$ cat src/smcn_pkg.sv
//------------------------------------------------------------------------------
// smcn_pkg
// Shared types and constants for the sensor min/max calibration block.
//------------------------------------------------------------------------------
`default_nettype none

package smcn_pkg;

   localparam int DATA_W      = 16;
   localparam int CH_W        = 4;
   localparam int CSR_INDEX_W = 2;
   localparam int QUEUE_DEPTH = 2;
   localparam int PAIR_W      = 2 * DATA_W;

   localparam logic [DATA_W-1:0] MIN_RESET = '1;
   localparam logic [DATA_W-1:0] MAX_RESET = '0;
   localparam logic [DATA_W-1:0] FULL_SCALE_RESET = 16'd1000;

   localparam logic [CSR_INDEX_W-1:0] CSR_FULL_SCALE = 2'd0;
   localparam logic [CSR_INDEX_W-1:0] CSR_INVERT     = 2'd1;

   typedef enum logic [1:0] {
      OP_CLEAR = 2'd0,
      OP_TRACK = 2'd1,
      OP_NORM  = 2'd2,
      OP_LOAD  = 2'd3
   } op_type;

   typedef enum logic [1:0] {
      KIND_ZERO = 2'd0,
      KIND_LOW  = 2'd1,
      KIND_HIGH = 2'd2,
      KIND_DIV  = 2'd3
   } kind_type;

   typedef enum logic [4:0] {
      S_IDLE = 5'b00001,
      S_READ = 5'b00010,
      S_MUL  = 5'b00100,
      S_DIV  = 5'b01000,
      S_DONE = 5'b10000
   } state_type;

   typedef struct packed {
      op_type              op;
      logic                ch_ok;
      logic [CH_W-1:0]     channel;
      logic [DATA_W-1:0]   raw;
      logic [DATA_W-1:0]   smin;
      logic [DATA_W-1:0]   smax;
   } item_type;

   typedef struct packed {
      logic [DATA_W-1:0] full_scale;
      logic              invert;
   } cfg_type;

endpackage

`default_nettype wire

$ cat src/smcn_ram.sv
//------------------------------------------------------------------------------
// smcn_ram
// Generic single-write, single-read RAM with registered read data.
//------------------------------------------------------------------------------
`default_nettype none

module smcn_ram #(
   parameter int WIDTH = 32,
   parameter int DEPTH = 15
) (
   input  wire logic                                          clock,
   input  wire logic                                          wr_en,
   input  wire logic [((DEPTH > 1) ? $clog2(DEPTH) : 1)-1:0]  wr_addr,
   input  wire logic [WIDTH-1:0]                              wr_data,
   input  wire logic                                          rd_en,
   input  wire logic [((DEPTH > 1) ? $clog2(DEPTH) : 1)-1:0]  rd_addr,
   output      logic [WIDTH-1:0]                              rd_data
);

   logic [WIDTH-1:0] mem_ff [DEPTH];
   logic [WIDTH-1:0] rd_data_ff;

   always_ff @(posedge clock) begin
      if (wr_en) begin
         mem_ff[wr_addr] <= wr_data;
      end
      if (rd_en) begin
         rd_data_ff <= mem_ff[rd_addr];
      end
   end

   assign rd_data = rd_data_ff;

endmodule

`default_nettype wire

$ cat src/smcn_front.sv
//------------------------------------------------------------------------------
// smcn_front
// Command intake: classifies each word and holds it in a short queue.
//------------------------------------------------------------------------------
`default_nettype none

module smcn_front #(
   parameter int CHANNELS = 15
) (
   input  wire logic                          clock,
   input  wire logic                          reset,
   input  wire logic                          start,
   output      logic                          busy,
   input  wire logic [1:0]                    req_operation,
   input  wire logic [smcn_pkg::CH_W-1:0]     req_channel,
   input  wire logic [smcn_pkg::DATA_W-1:0]   req_raw_value,
   input  wire logic [smcn_pkg::DATA_W-1:0]   req_stored_minimum,
   input  wire logic [smcn_pkg::DATA_W-1:0]   req_stored_maximum,
   input  wire logic                          pop,
   output      logic                          head_valid,
   output      smcn_pkg::item_type            head
);

   localparam int PW = (smcn_pkg::QUEUE_DEPTH > 1) ? $clog2(smcn_pkg::QUEUE_DEPTH) : 1;
   localparam int CW = $clog2(smcn_pkg::QUEUE_DEPTH + 1);

   smcn_pkg::item_type queue_ff [smcn_pkg::QUEUE_DEPTH];
   smcn_pkg::item_type new_item;
   logic [PW-1:0]      wr_ptr_ff, wr_ptr_in;
   logic [PW-1:0]      rd_ptr_ff, rd_ptr_in;
   logic [CW-1:0]      count_ff, count_in;
   logic               push;

   assign busy       = (count_ff == CW'(smcn_pkg::QUEUE_DEPTH));
   assign push       = start & ~busy;
   assign head_valid = (count_ff != '0);
   assign head       = queue_ff[rd_ptr_ff];

   always_comb begin
      new_item.op      = smcn_pkg::op_type'(req_operation);
      new_item.ch_ok   = (32'(req_channel) < CHANNELS);
      new_item.channel = req_channel;
      new_item.raw     = req_raw_value;
      new_item.smin    = req_stored_minimum;
      new_item.smax    = req_stored_maximum;
   end

   always_comb begin
      wr_ptr_in = wr_ptr_ff;
      rd_ptr_in = rd_ptr_ff;
      if (push) begin
         wr_ptr_in = (wr_ptr_ff == PW'(smcn_pkg::QUEUE_DEPTH - 1)) ? '0 : PW'(wr_ptr_ff + 1'b1);
      end
      if (pop) begin
         rd_ptr_in = (rd_ptr_ff == PW'(smcn_pkg::QUEUE_DEPTH - 1)) ? '0 : PW'(rd_ptr_ff + 1'b1);
      end
      count_in = CW'(count_ff + CW'(push) - CW'(pop));
   end

   always_ff @(posedge clock) begin
      if (reset) begin
         wr_ptr_ff <= '0;
         rd_ptr_ff <= '0;
         count_ff  <= '0;
      end else begin
         wr_ptr_ff <= wr_ptr_in;
         rd_ptr_ff <= rd_ptr_in;
         count_ff  <= count_in;
      end
   end

   always_ff @(posedge clock) begin
      if (push) begin
         queue_ff[wr_ptr_ff] <= new_item;
      end
   end

endmodule

`default_nettype wire

$ cat src/smcn_back.sv
//------------------------------------------------------------------------------
// smcn_back
// Executes queued words: extreme tracking, loads, clears and normalization
// with a one-bit-per-cycle restoring divider.
//------------------------------------------------------------------------------
`default_nettype none

module smcn_back #(
   parameter int CHANNELS = 15
) (
   input  wire logic                          clock,
   input  wire logic                          reset,
   input  wire smcn_pkg::cfg_type             cfg,
   input  wire logic                          head_valid,
   input  wire smcn_pkg::item_type            head,
   output      logic                          pop,
   output      logic                          rsp_valid,
   output      logic [smcn_pkg::DATA_W-1:0]   rsp_normalized_value,
   output      logic [smcn_pkg::CH_W-1:0]     rsp_result_channel
);

   localparam int IDX_W = (CHANNELS > 1) ? $clog2(CHANNELS) : 1;
   localparam int DW    = smcn_pkg::DATA_W;

   smcn_pkg::state_type st_ff, st_in;
   smcn_pkg::item_type  cur_ff, cur_in;
   smcn_pkg::kind_type  kind_ff, kind_in;
   logic [CHANNELS-1:0] vld_ff, vld_in;
   logic [DW-1:0]       range_ff, range_in;
   logic [DW-1:0]       diff_ff, diff_in;
   logic [DW-1:0]       rem_ff, rem_in;
   logic [DW-1:0]       quo_ff, quo_in;
   logic [3:0]          cnt_ff, cnt_in;
   logic                rsp_valid_ff, rsp_valid_in;
   logic [DW-1:0]       rsp_value_ff, rsp_value_in;
   logic [smcn_pkg::CH_W-1:0] rsp_ch_ff, rsp_ch_in;

   logic                      ram_wr_en, ram_rd_en;
   logic [IDX_W-1:0]          ram_wr_addr, ram_rd_addr;
   logic [smcn_pkg::PAIR_W-1:0] ram_wr_data, ram_rd_data;

   logic [IDX_W-1:0] head_idx, cur_idx;
   logic [DW-1:0]    lo, hi, new_lo, new_hi, rng;
   logic [DW:0]      dif, step_t, step_sub;
   logic             step_ge;
   logic [31:0]      prod;
   logic [DW-1:0]    q_sat;

   assign head_idx = IDX_W'(head.channel);
   assign cur_idx  = IDX_W'(cur_ff.channel);

   // entry not written since clear reads as the reset extremes
   assign lo     = vld_ff[cur_idx] ? ram_rd_data[DW-1:0] : smcn_pkg::MIN_RESET;
   assign hi     = vld_ff[cur_idx] ? ram_rd_data[2*DW-1:DW] : smcn_pkg::MAX_RESET;
   assign new_lo = (cur_ff.raw < lo) ? cur_ff.raw : lo;
   assign new_hi = (cur_ff.raw > hi) ? cur_ff.raw : hi;
   assign rng    = DW'(hi - lo);
   assign dif    = {1'b0, cur_ff.raw} - {1'b0, lo};

   assign prod     = 32'(diff_ff) * 32'(cfg.full_scale);
   assign step_t   = {rem_ff, quo_ff[DW-1]};
   assign step_ge  = (step_t >= {1'b0, range_ff});
   assign step_sub = step_t - {1'b0, range_ff};

   always_comb begin
      case (kind_ff)
         smcn_pkg::KIND_HIGH: q_sat = cfg.full_scale;
         smcn_pkg::KIND_DIV:  q_sat = quo_ff;
         default:             q_sat = '0;
      endcase
   end

   always_comb begin
      st_in        = st_ff;
      cur_in       = cur_ff;
      kind_in      = kind_ff;
      vld_in       = vld_ff;
      range_in     = range_ff;
      diff_in      = diff_ff;
      rem_in       = rem_ff;
      quo_in       = quo_ff;
      cnt_in       = cnt_ff;
      rsp_valid_in = 1'b0;
      rsp_value_in = rsp_value_ff;
      rsp_ch_in    = rsp_ch_ff;
      pop          = 1'b0;
      ram_wr_en    = 1'b0;
      ram_wr_addr  = head_idx;
      ram_wr_data  = {head.smax, head.smin};
      ram_rd_en    = 1'b0;
      ram_rd_addr  = head_idx;

      case (st_ff)
         smcn_pkg::S_IDLE: begin
            if (head_valid) begin
               pop    = 1'b1;
               cur_in = head;
               case (head.op)
                  smcn_pkg::OP_CLEAR: begin
                     vld_in = '0;
                  end
                  smcn_pkg::OP_LOAD: begin
                     if (head.ch_ok) begin
                        ram_wr_en        = 1'b1;
                        vld_in[head_idx] = 1'b1;
                     end
                  end
                  smcn_pkg::OP_TRACK: begin
                     if (head.ch_ok) begin
                        ram_rd_en = 1'b1;
                        st_in     = smcn_pkg::S_READ;
                     end
                  end
                  smcn_pkg::OP_NORM: begin
                     if (head.ch_ok) begin
                        ram_rd_en = 1'b1;
                        st_in     = smcn_pkg::S_READ;
                     end else begin
                        kind_in = smcn_pkg::KIND_ZERO;
                        st_in   = smcn_pkg::S_DONE;
                     end
                  end
                  default: begin
                     st_in = smcn_pkg::S_IDLE;
                  end
               endcase
            end
         end
         smcn_pkg::S_READ: begin
            if (cur_ff.op == smcn_pkg::OP_TRACK) begin
               ram_wr_en       = 1'b1;
               ram_wr_addr     = cur_idx;
               ram_wr_data     = {new_hi, new_lo};
               vld_in[cur_idx] = 1'b1;
               st_in           = smcn_pkg::S_IDLE;
            end else begin
               range_in = rng;
               diff_in  = dif[DW-1:0];
               if (rng == '0) begin
                  kind_in = smcn_pkg::KIND_ZERO;
                  st_in   = smcn_pkg::S_DONE;
               end else if (dif[DW]) begin
                  kind_in = smcn_pkg::KIND_LOW;
                  st_in   = smcn_pkg::S_DONE;
               end else if (dif[DW-1:0] > rng) begin
                  // quotient is at least full scale, saturates
                  kind_in = smcn_pkg::KIND_HIGH;
                  st_in   = smcn_pkg::S_DONE;
               end else begin
                  kind_in = smcn_pkg::KIND_DIV;
                  st_in   = smcn_pkg::S_MUL;
               end
            end
         end
         smcn_pkg::S_MUL: begin
            // diff <= range keeps the upper half below range
            rem_in = prod[31:16];
            quo_in = prod[15:0];
            cnt_in = '0;
            st_in  = smcn_pkg::S_DIV;
         end
         smcn_pkg::S_DIV: begin
            rem_in = step_ge ? step_sub[DW-1:0] : step_t[DW-1:0];
            quo_in = {quo_ff[DW-2:0], step_ge};
            cnt_in = 4'(cnt_ff + 1'b1);
            if (cnt_ff == 4'(DW - 1)) begin
               st_in = smcn_pkg::S_DONE;
            end
         end
         smcn_pkg::S_DONE: begin
            rsp_valid_in = 1'b1;
            rsp_ch_in    = cur_ff.channel;
            if (kind_ff != smcn_pkg::KIND_ZERO && cfg.invert) begin
               rsp_value_in = DW'(cfg.full_scale - q_sat);
            end else begin
               rsp_value_in = q_sat;
            end
            st_in = smcn_pkg::S_IDLE;
         end
         default: begin
            st_in = smcn_pkg::S_IDLE;
         end
      endcase
   end

   always_ff @(posedge clock) begin
      if (reset) begin
         st_ff        <= smcn_pkg::S_IDLE;
         vld_ff       <= '0;
         rsp_valid_ff <= 1'b0;
      end else begin
         st_ff        <= st_in;
         vld_ff       <= vld_in;
         rsp_valid_ff <= rsp_valid_in;
      end
   end

   always_ff @(posedge clock) begin
      cur_ff       <= cur_in;
      kind_ff      <= kind_in;
      range_ff     <= range_in;
      diff_ff      <= diff_in;
      rem_ff       <= rem_in;
      quo_ff       <= quo_in;
      cnt_ff       <= cnt_in;
      rsp_value_ff <= rsp_value_in;
      rsp_ch_ff    <= rsp_ch_in;
   end

   smcn_ram #(
      .WIDTH (smcn_pkg::PAIR_W),
      .DEPTH (CHANNELS)
   ) u_ext_ram (
      .clock   (clock),
      .wr_en   (ram_wr_en),
      .wr_addr (ram_wr_addr),
      .wr_data (ram_wr_data),
      .rd_en   (ram_rd_en),
      .rd_addr (ram_rd_addr),
      .rd_data (ram_rd_data)
   );

   assign rsp_valid            = rsp_valid_ff;
   assign rsp_normalized_value = rsp_value_ff;
   assign rsp_result_channel   = rsp_ch_ff;

   a_done_strobe: assert property (@(posedge clock) disable iff (reset)
      st_ff == smcn_pkg::S_DONE |=> rsp_valid_ff)
      else $error("result strobe missing after done");

   a_result_bound: assert property (@(posedge clock) disable iff (reset)
      st_ff == smcn_pkg::S_DONE |-> rsp_value_in <= cfg.full_scale)
      else $error("normalized value above full scale");

   a_rem_bound: assert property (@(posedge clock) disable iff (reset)
      st_ff == smcn_pkg::S_DIV |-> rem_ff < range_ff)
      else $error("divider remainder not below range");

   a_pop_idle: assert property (@(posedge clock) disable iff (reset)
      pop |-> head_valid && st_ff == smcn_pkg::S_IDLE)
      else $error("queue popped while back end busy or queue empty");

endmodule

`default_nettype wire

$ cat src/sensor_minmax_calibrate_normalize_top.sv
//------------------------------------------------------------------------------
// sensor_minmax_calibrate_normalize_top
// Per-channel min/max calibration and normalization for a sensor array.
//------------------------------------------------------------------------------
// Commands enter on start while busy is low and wait in a two-word queue;
// busy rises only when that queue is full. The back end runs one command at
// a time: clear and load complete on pop, track reads then writes the extreme
// RAM, and a normalize needing a division runs the RAM read, classify,
// multiply, 16 serial divider steps and result, or skips multiply and divider
// when the range is zero or the reading lies outside the calibrated span. The
// divider sets the sustained rate of normalize commands. The result appears
// for one cycle with rsp_valid and must be taken then. Clear resets all
// channels at once through per-channel valid bits, so no sweep follows reset.
//------------------------------------------------------------------------------
`default_nettype none

module sensor_minmax_calibrate_normalize_top #(
   parameter int CHANNELS = 15
) (
   input  wire logic                               clock,
   input  wire logic                               reset,
   input  wire logic                               start,
   output      logic                               busy,
   input  wire logic [1:0]                         req_operation,
   input  wire logic [smcn_pkg::CH_W-1:0]          req_channel,
   input  wire logic [smcn_pkg::DATA_W-1:0]        req_raw_value,
   input  wire logic [smcn_pkg::DATA_W-1:0]        req_stored_minimum,
   input  wire logic [smcn_pkg::DATA_W-1:0]        req_stored_maximum,
   output      logic                               rsp_valid,
   output      logic [smcn_pkg::DATA_W-1:0]        rsp_normalized_value,
   output      logic [smcn_pkg::CH_W-1:0]          rsp_result_channel,
   input  wire logic                               csr_valid,
   output      logic                               csr_ready,
   input  wire logic [smcn_pkg::CSR_INDEX_W-1:0]   csr_index,
   input  wire logic [smcn_pkg::DATA_W-1:0]        csr_data
);

   smcn_pkg::cfg_type  cfg_ff, cfg_in;
   smcn_pkg::item_type head;
   logic               head_valid;
   logic               pop;

   assign csr_ready = 1'b1;

   always_comb begin
      cfg_in = cfg_ff;
      if (csr_valid) begin
         case (csr_index)
            smcn_pkg::CSR_FULL_SCALE: cfg_in.full_scale = csr_data;
            smcn_pkg::CSR_INVERT:     cfg_in.invert     = csr_data[0];
            default:                  cfg_in = cfg_ff;
         endcase
      end
   end

   always_ff @(posedge clock) begin
      if (reset) begin
         cfg_ff.full_scale <= smcn_pkg::FULL_SCALE_RESET;
         cfg_ff.invert     <= 1'b0;
      end else begin
         cfg_ff <= cfg_in;
      end
   end

   smcn_front #(
      .CHANNELS (CHANNELS)
   ) u_front (
      .clock              (clock),
      .reset              (reset),
      .start              (start),
      .busy               (busy),
      .req_operation      (req_operation),
      .req_channel        (req_channel),
      .req_raw_value      (req_raw_value),
      .req_stored_minimum (req_stored_minimum),
      .req_stored_maximum (req_stored_maximum),
      .pop                (pop),
      .head_valid         (head_valid),
      .head               (head)
   );

   smcn_back #(
      .CHANNELS (CHANNELS)
   ) u_back (
      .clock                (clock),
      .reset                (reset),
      .cfg                  (cfg_ff),
      .head_valid           (head_valid),
      .head                 (head),
      .pop                  (pop),
      .rsp_valid            (rsp_valid),
      .rsp_normalized_value (rsp_normalized_value),
      .rsp_result_channel   (rsp_result_channel)
   );

endmodule

`default_nettype wire

$ cat config.mk
export PLATFORM = sky130hd
export DESIGN_NAME = sensor_minmax_calibrate_normalize_top
export DESIGN_NICKNAME = d
export VERILOG_FILES = /design/src/smcn_pkg.sv /design/src/smcn_ram.sv /design/src/smcn_front.sv /design/src/smcn_back.sv /design/src/sensor_minmax_calibrate_normalize_top.sv
export SDC_FILE = /design/constraint.sdc
export NUM_CORES = 2
export LEC_CHECK = 0
export ABC_AREA = 0
export BUFFER_PORTS_ARGS = -buffer_cell sky130_fd_sc_hd__buf_2
export CAP_MARGIN = 20
export CORE_MARGIN = 5
export CORE_UTILIZATION = 60
export DETAILED_ROUTE_END_ITERATION = 12
export PLACE_DENSITY_LB_ADDON = 0.2
export REMOVE_ABC_BUFFERS = 1
export SETUP_SLACK_MARGIN = 0.05
export SLEW_MARGIN = 30
export SYNTH_ARGS = -nofsm -noshare
export SYNTH_HDL_FRONTEND = slang
export SYNTH_SLANG_ARGS = --single-unit
export TNS_END_PERCENT = 20
$ cat constraint.sdc
create_clock -name clock -period 9.68 [get_ports clock]
set_input_delay 0.968 -clock clock [delete_from_list [all_inputs] [get_ports clock]]
set_output_delay 0.968 -clock clock [all_outputs]
set_load 0.005 [all_outputs]
---- Word level (Yosys, flattened, before mapping) ----
Memory sizes are Yosys's and may differ from the RTL's. A register that Yosys moved wholly into a read port is not among the register bits.
Index checks and enable logic that the tools add are counted.
storage, ports and cells
  memory bits (writable) .................. 590
  input bits .............................. 76
  flip-flop bits (word level) ............. 154
  memories ................................ 2
  word-level logic and storage cells ...... 149
memory list
  name                     depth  bits a word  rd ports  clocked after memory_dff  write ports  line              RTL
  u_back.u_ext_ram.mem_ff  15     32           1         1                         1            smcn_ram.sv:20    logic [WIDTH-1:0] mem_ff [DEPTH];
  u_front.queue_ff         2      55           1         1                         1            smcn_front.sv:27  smcn_pkg::item_type queue_ff [smcn_pkg::QUEUE_DEPTH];
operators by class
  $add $sub $neg .......................... 9
  magnitude comparators ................... 9
  multiply operators ...................... 1
  bitwise logic cells ..................... 5
  multiplexer cells ....................... 62
  reductions and logical operators ........ 18
  equal/unequal tests ..................... 24
operators by type and width
  kind                                                  count
  2-to-1 mux 16 bit                                     6
  one-hot mux 16 bit (2 select lines)                   3
  2-to-1 mux 32 bit                                     2
  one-hot mux 15 bit (2 select lines)                   2
  subtractor 16 bit                                     3
  2-to-1 mux 15 bit                                     3
  2-to-1 mux 5 bit                                      8
  > comparator 16 bit                                   2
  multiplier 16 x 16 -> 32 bit                          1
  bitwise OR 15 bit                                     2
  2-to-1 mux 1 bit                                      22
  one-hot mux 5 bit (4 select lines)                    1
  >= comparator 17 x 16 -> 1 bit                        1
  subtractor 16 x 16 -> 17 bit                          1
  zero test 16 bit                                      1
  < comparator 16 bit                                   1
  2-to-1 mux 2 bit                                      6
  == test 2 bit (second input constant)                 5
  < comparator 4 x 5 -> 1 bit (second input constant)   2
  one-hot mux 5 bit (2 select lines)                    1
  AND reduction 5 bit                                   2
  demux 1 bit (select 4 bit)                            2
  >= comparator 4 x 1 -> 1 bit (second input constant)  2
  2-to-1 mux 4 bit                                      2
  28 further kinds                                      47

---- Longest topological paths before layout ----
  depth after elaboration ................. 10
  gate-level depth with buffers ........... 28
  depth with buffers taken out ............ 25

---- Cells and area by module ----
Synthesis repeated with hierarchy kept, for this count alone.
second synthesis, totals
  cell total of the unflattened synthesis .. 3,362
  area, all modules ....................... 43,386.6 um^2
by module, submodules not included
  module                                 cells an instance  sequential area each (um^2)  instances  area each (um^2)
  smcn_ram                               886                15,374.7                     1          19,205.9
  smcn_back                              2,202              3,783.6                      1          19,198.4
  smcn_front                             198                3,403.3                      1          4,221.5
  sensor_minmax_calibrate_normalize_top  76                 340.3                        1          760.7

---- Worst setup path after synthesis ----
OpenSTA, ideal clock, no wires.
  kind .................................... flip-flop to flip-flop
  start ................................... register cfg_ff[8] (netlist name)
  end ..................................... register u_back.rem_ff[14], data pin
  data required time ...................... 9,412 ps
  cell stages (with the launch flop) ...... 24
  setup slack ............................. 3,214 ps
  path buffers ............................ 2
  data arrival time ....................... 6,198 ps
  cells stage by stage .................... dfxtp_1 > clkbuf_1 > clkbuf_1 > nand2_1 > fa_1 > inv_1 > fa_1 > fa_1 > fa_1 > fa_1 > inv_1 > fa_1 > inv_1 > ha_1 > a21o_1 > a21o_1 > a21o_1 > a21oi_1 > o21bai_1 > o41ai_1 > o21ai_0 > a21oi_1 > xor2_1 > mux2i_1
between the ends
  cells in the longest elaborated chain, start to end .. 2
RTL lines
  element                              line                                         RTL
  start, declared                      sensor_minmax_calibrate_normalize_top.sv:38  smcn_pkg::cfg_type cfg_ff, cfg_in;
  start signal, assigned               sensor_minmax_calibrate_normalize_top.sv:61  cfg_ff <= cfg_in;
  multiplier 16 x 16 -> 32 bit         smcn_back.sv:60                              assign prod = 32'(diff_ff) * 32'(cfg.full_scale);
  one-hot mux 16 bit (2 select lines)  smcn_back.sv:93                              case (st_ff)
  net u_back.rem_in[14]                smcn_back.sv:31                              logic [DW-1:0] rem_ff, rem_in;
  end signal, assigned                 smcn_back.sv:203                             rem_ff <= rem_in;
  end, declared                        smcn_back.sv:31
The timed path passes the listed nets, and every way through them passes these cells.
A chain may end at the register's enable or synchronous reset.

---- Final worst setup path ----
  start ................................... register u_back.diff_ff[7]
  end ..................................... register u_back.rem_ff[14], data pin
between the ends
  cells in the longest elaborated chain, start to end .. 2
RTL lines
  element                              line              RTL
  start, declared                      smcn_back.sv:30   logic [DW-1:0] diff_ff, diff_in;
  start signal, assigned               smcn_back.sv:202  diff_ff <= diff_in;
  multiplier 16 x 16 -> 32 bit         smcn_back.sv:60
  one-hot mux 16 bit (2 select lines)  smcn_back.sv:93
  net u_back.rem_in[14]                smcn_back.sv:31
The timed path passes the listed nets, and every way through them passes these cells.

==> metrics <==
horizontal die dimension about 280 um; nature of the critical path startpoint register; clock-pin transition on the worst setup and hold timing paths 0.06 ns; power consumption between 10 and 15 mW; final worst-path cycle share between 70% and 80%; PwrDens between 200 and 300 nW/um2; routability congestion estimate 0.921; worst setup path category register to register; drt first-iter violations 2989; detailed route wirelength on metal3 slightly below 9000 um; # hold bufs at CTS 0; min Tclk post-route between 7 and 8 ns; per-cell routed wire length 22.1 um; CTS Buf Count about 80; register area share after synthesis ~53%; detailed-route wire length ~110000 um; count of warnings emitted by yosys 0; leakage power ~19 nW; uppermost layer routed met4; Overflow after GRT 0; Layout Skew 0.0447 ns; Syn Area/Cell roughly 11 um2; number of enable-type register cells in the synthesized netlist roughly 730; unique cell type count in the Yosys netlist between 70 and 80; root buffer selected by CTS clkbuf_16; maximum clock insertion buffer count 3; count of cells resized by post-cts repair 0; DR WL met2 about 52000 um; effective utilization at floorplan approximately three fifths; Post-synth ARST share 0%; achievable frequency between 100 and 150 MHz; number of sinks driven by the clock tree about 800; global-route wire length before repair between 150000 and 200000 um; number of hold-slack violations in the final timing report 0; vias per cell roughly 6.0; unrepaired setup endpoints after global routing no; total global routing track utilization between 20 and 30%; Synth Register Bits 777; total setup buffers inserted after CTS 0; placed standard-cell area roughly 45000 um2; Critical Path Sink Type register; Buffers on Ports between 90 and 100; total non-filler cell area in the finished layout about 47000 um2; num ports 99; clock network latency to the later pin of the worst-skew pair approximately 0.65 ns; Tightest Pin Transition 1.03 ns; count of endpoints failing setup in the final report 0; total number of vias between 20000 and 30000; area grow syn2layout 10.2%; Met1 Routed Length around 43000 um; hold crit path type register to register; Post-Route Hold Slack approximately 0.46 ns; worst max-slew margin expressed relative to the limit roughly 31%; fraction of layout instances using a drive strength above 1 around 9%; summed instance area of the synthesized netlist 42900 um2; largest net degree at the start of global routing 150; nets@finish between 4000 and 5000; Worst EP arrival slightly below 8 ns; drc violations 0; required time of the worst setup path 10.02 ns; router iterations before antenna repair 6; Slew Viols, Final 0; flip-flop cell with the highest count after synthesis edfxtp_1; total number of placement rows ~100; vertical die dimension about 280 um; # H-tree levels 3; Antenna Violating Nets Remaining 0; cells after synthesis between 3000 and 4000; die footprint just under 80000 um2; Antenna Cells 0; highest ir drop seen on vdd approximately 0.35 mV; clock tree from TritonCTS done; DPL Wire Length about 68000 um; status finished, final reports clean; maximum fanout along the worst path 16; Core ar. just over 70000 um2; number of maximum-capacitance violations 0; number of antenna violations at the first check in global routing 0; vias in the first global route just under 30000
-- cells in the final DEF (no fill, tap or decap), drive strengths merged, types with 23 or more instances in the layout --
cell type and n:
clkinv 43, nor3 23, xor2 25, a311oi 64, a211oi 28, a31oi 43, o21ai 73, nand3 293
mux2i 50, inv 317, nor2b 38, a21oi 125, ha 200, fa 197, dfxtp 43, nand2b 30
buf 144, edfxtp 734, and2 128, xnor2 53, nor2 175, nand2 746, a21o 28, clkbuf 99
mux2 33
-- flip-flops by register name, indices dropped and copies added, names as in the netlist, named ones only --
signal and cells:
u_back.u_ext_ram.mem_ff 480, u_front.queue_ff 110, u_back.u_ext_ram.rd_data 32, u_back.cur_ff 18
cfg_ff 17, u_back.diff_ff 16, u_back.quo_ff 16, u_back.range_ff 16
u_back.rem_ff 16, u_back.rsp_normalized_value 16, u_back.vld_ff 15, u_back.st_ff 5
u_back.cnt_ff 4, u_back.cur_idx 4, u_back.rsp_result_channel 4, u_back.kind_ff 2
u_front.count_ff 2, u_back.rsp_valid 1, u_front.rd_ptr_ff 1, u_front.wr_ptr_ff 1
-- worst max-delay path, stage by stage (launching register included) --
cell	delay, ns
edfxtp_1	0.63
and2_1	0.30
fa_1	0.53
inv_1	0.05
fa_1	0.46
fa_1	0.50
fa_1	0.55
inv_1	0.05
fa_1	0.48
inv_1	0.05
fa_1	0.47
inv_1	0.04
ha_1	0.33
a21o_1	0.17
a21o_1	0.17
a21oi_1	0.13
nand2_1	0.06
a21oi_1	0.35
o21ai_0	0.26
o41ai_1	0.84
o21ai_0	0.20
a21oi_1	0.20
xor2_1	0.16
mux2i_1	0.09
-- power breakdown --
group | switching, mW | internal, mW | leakage, nW
registers | 0.226 | 4.36 | 7.02
logic | 3.89 | 2.17 | 10.3
clock network | 1.32 | 1.84 | 1.34
total | 5.43 | 8.37 | 18.7
-- Yosys cell counts, types with 3 or more instances --
master,number,area share (%)
a211o_1,5,0.10
nand4_1,16,0.23
and2_1,128,1.9
nor4_1,5,0.073
a21oi_1,125,1.5
fa_1,197,9.2
clkbuf_1,171,1.5
a221o_1,16,0.37
a211oi_1,25,0.44
a221oi_1,4,0.082
a21boi_0,9,0.16
a311oi_1,64,1.3
o21a_1,18,0.31
xor2_1,25,0.51
ha_1,200,5.8
or2_2,6,0.087
nor3_1,23,0.27
nand2b_1,30,0.44
dfxtp_1,43,2.0
a31oi_1,42,0.61
a2111oi_0,4,0.082
edfxtp_1,734,51
nor2b_1,38,0.55
mux2i_1,50,1.2
o22ai_1,17,0.25
nand3_1,293,3.4
and3_1,14,0.20
o41ai_1,3,0.061
a211oi_2,3,0.087
a21o_1,28,0.49
nor2_1,175,1.5
a22oi_1,3,0.052
inv_1,316,2.8
o21bai_1,14,0.24
or3_1,13,0.19
mux2_2,33,0.87
o31a_1,3,0.061
nand2_1,746,6.5
xnor2_1,53,1.1
o211ai_1,4,0.070
o31ai_1,8,0.14
buf_1,18,0.16
o21ai_0,71,0.83
o221ai_1,4,0.082
-- final cells by class --
class / count / area (um2)
Clock buffer: 99 / 2150
Fill cell: 5308 / 23900
Sequential cell: 777 / 22900
Tap cell: 950 / 1190
Inverter: 317 / 1200
Clock inverter: 53 / 608
Multi-Input combinational cell: 2550 / 18400
Timing Repair Buffer: 144 / 871
-- stage by stage --
step | setup slack (ns) | setup TNS (ns) | util, % | instances
finish | 2.33 | 0 | 66.4 | 4890
global route | 1.91 | 0 | 66.4 | 4890
CTS | 2.33 | 0 | 66.3 | 4890
detailed placement | 2.37 | 0 | 62.5 | 4738
global placement | 2.46 | 0 | 62.4 | 4737
floorplan | -11.83 | -2390.99 | - | 3644
-- path summary, 6_finish.rpt --
kind	start	to	slack [ns]	depth (start not counted)
hold reg to reg	u_back.vld_ff[1]	u_back.vld_ff[1]	0.46	2
setup / recovery	u_back.diff_ff[7]	u_back.rem_ff[14]	2.33	23
hold / removal	u_back.vld_ff[1]	u_back.vld_ff[1]	0.46	2
setup reg to reg	u_back.diff_ff[7]	u_back.rem_ff[14]	2.33	23
-- cells by family after synthesis --
group           after synthesis  synth area share (%)
fa+ha+maj                   398                  15.0
buf+inv                     510                  4.49
mux                          86                  2.21
compound gates              489                  7.72
xor+xnor                     78                  1.59
other cells                   1               0.00873
flops                       777                  53.3
simple gates               1498                  15.6
-- per-layer routing --
layer | global-route usage [%] | vias up
met4 | 10.7 | 0
met3 | 4.46 | 238
met5 | 0 | -
li1 | - | 13500
met1 | 37.9 | 14400
met2 | 45.7 | 1284
Note: power is estimated with default switching activity, not from simulation.
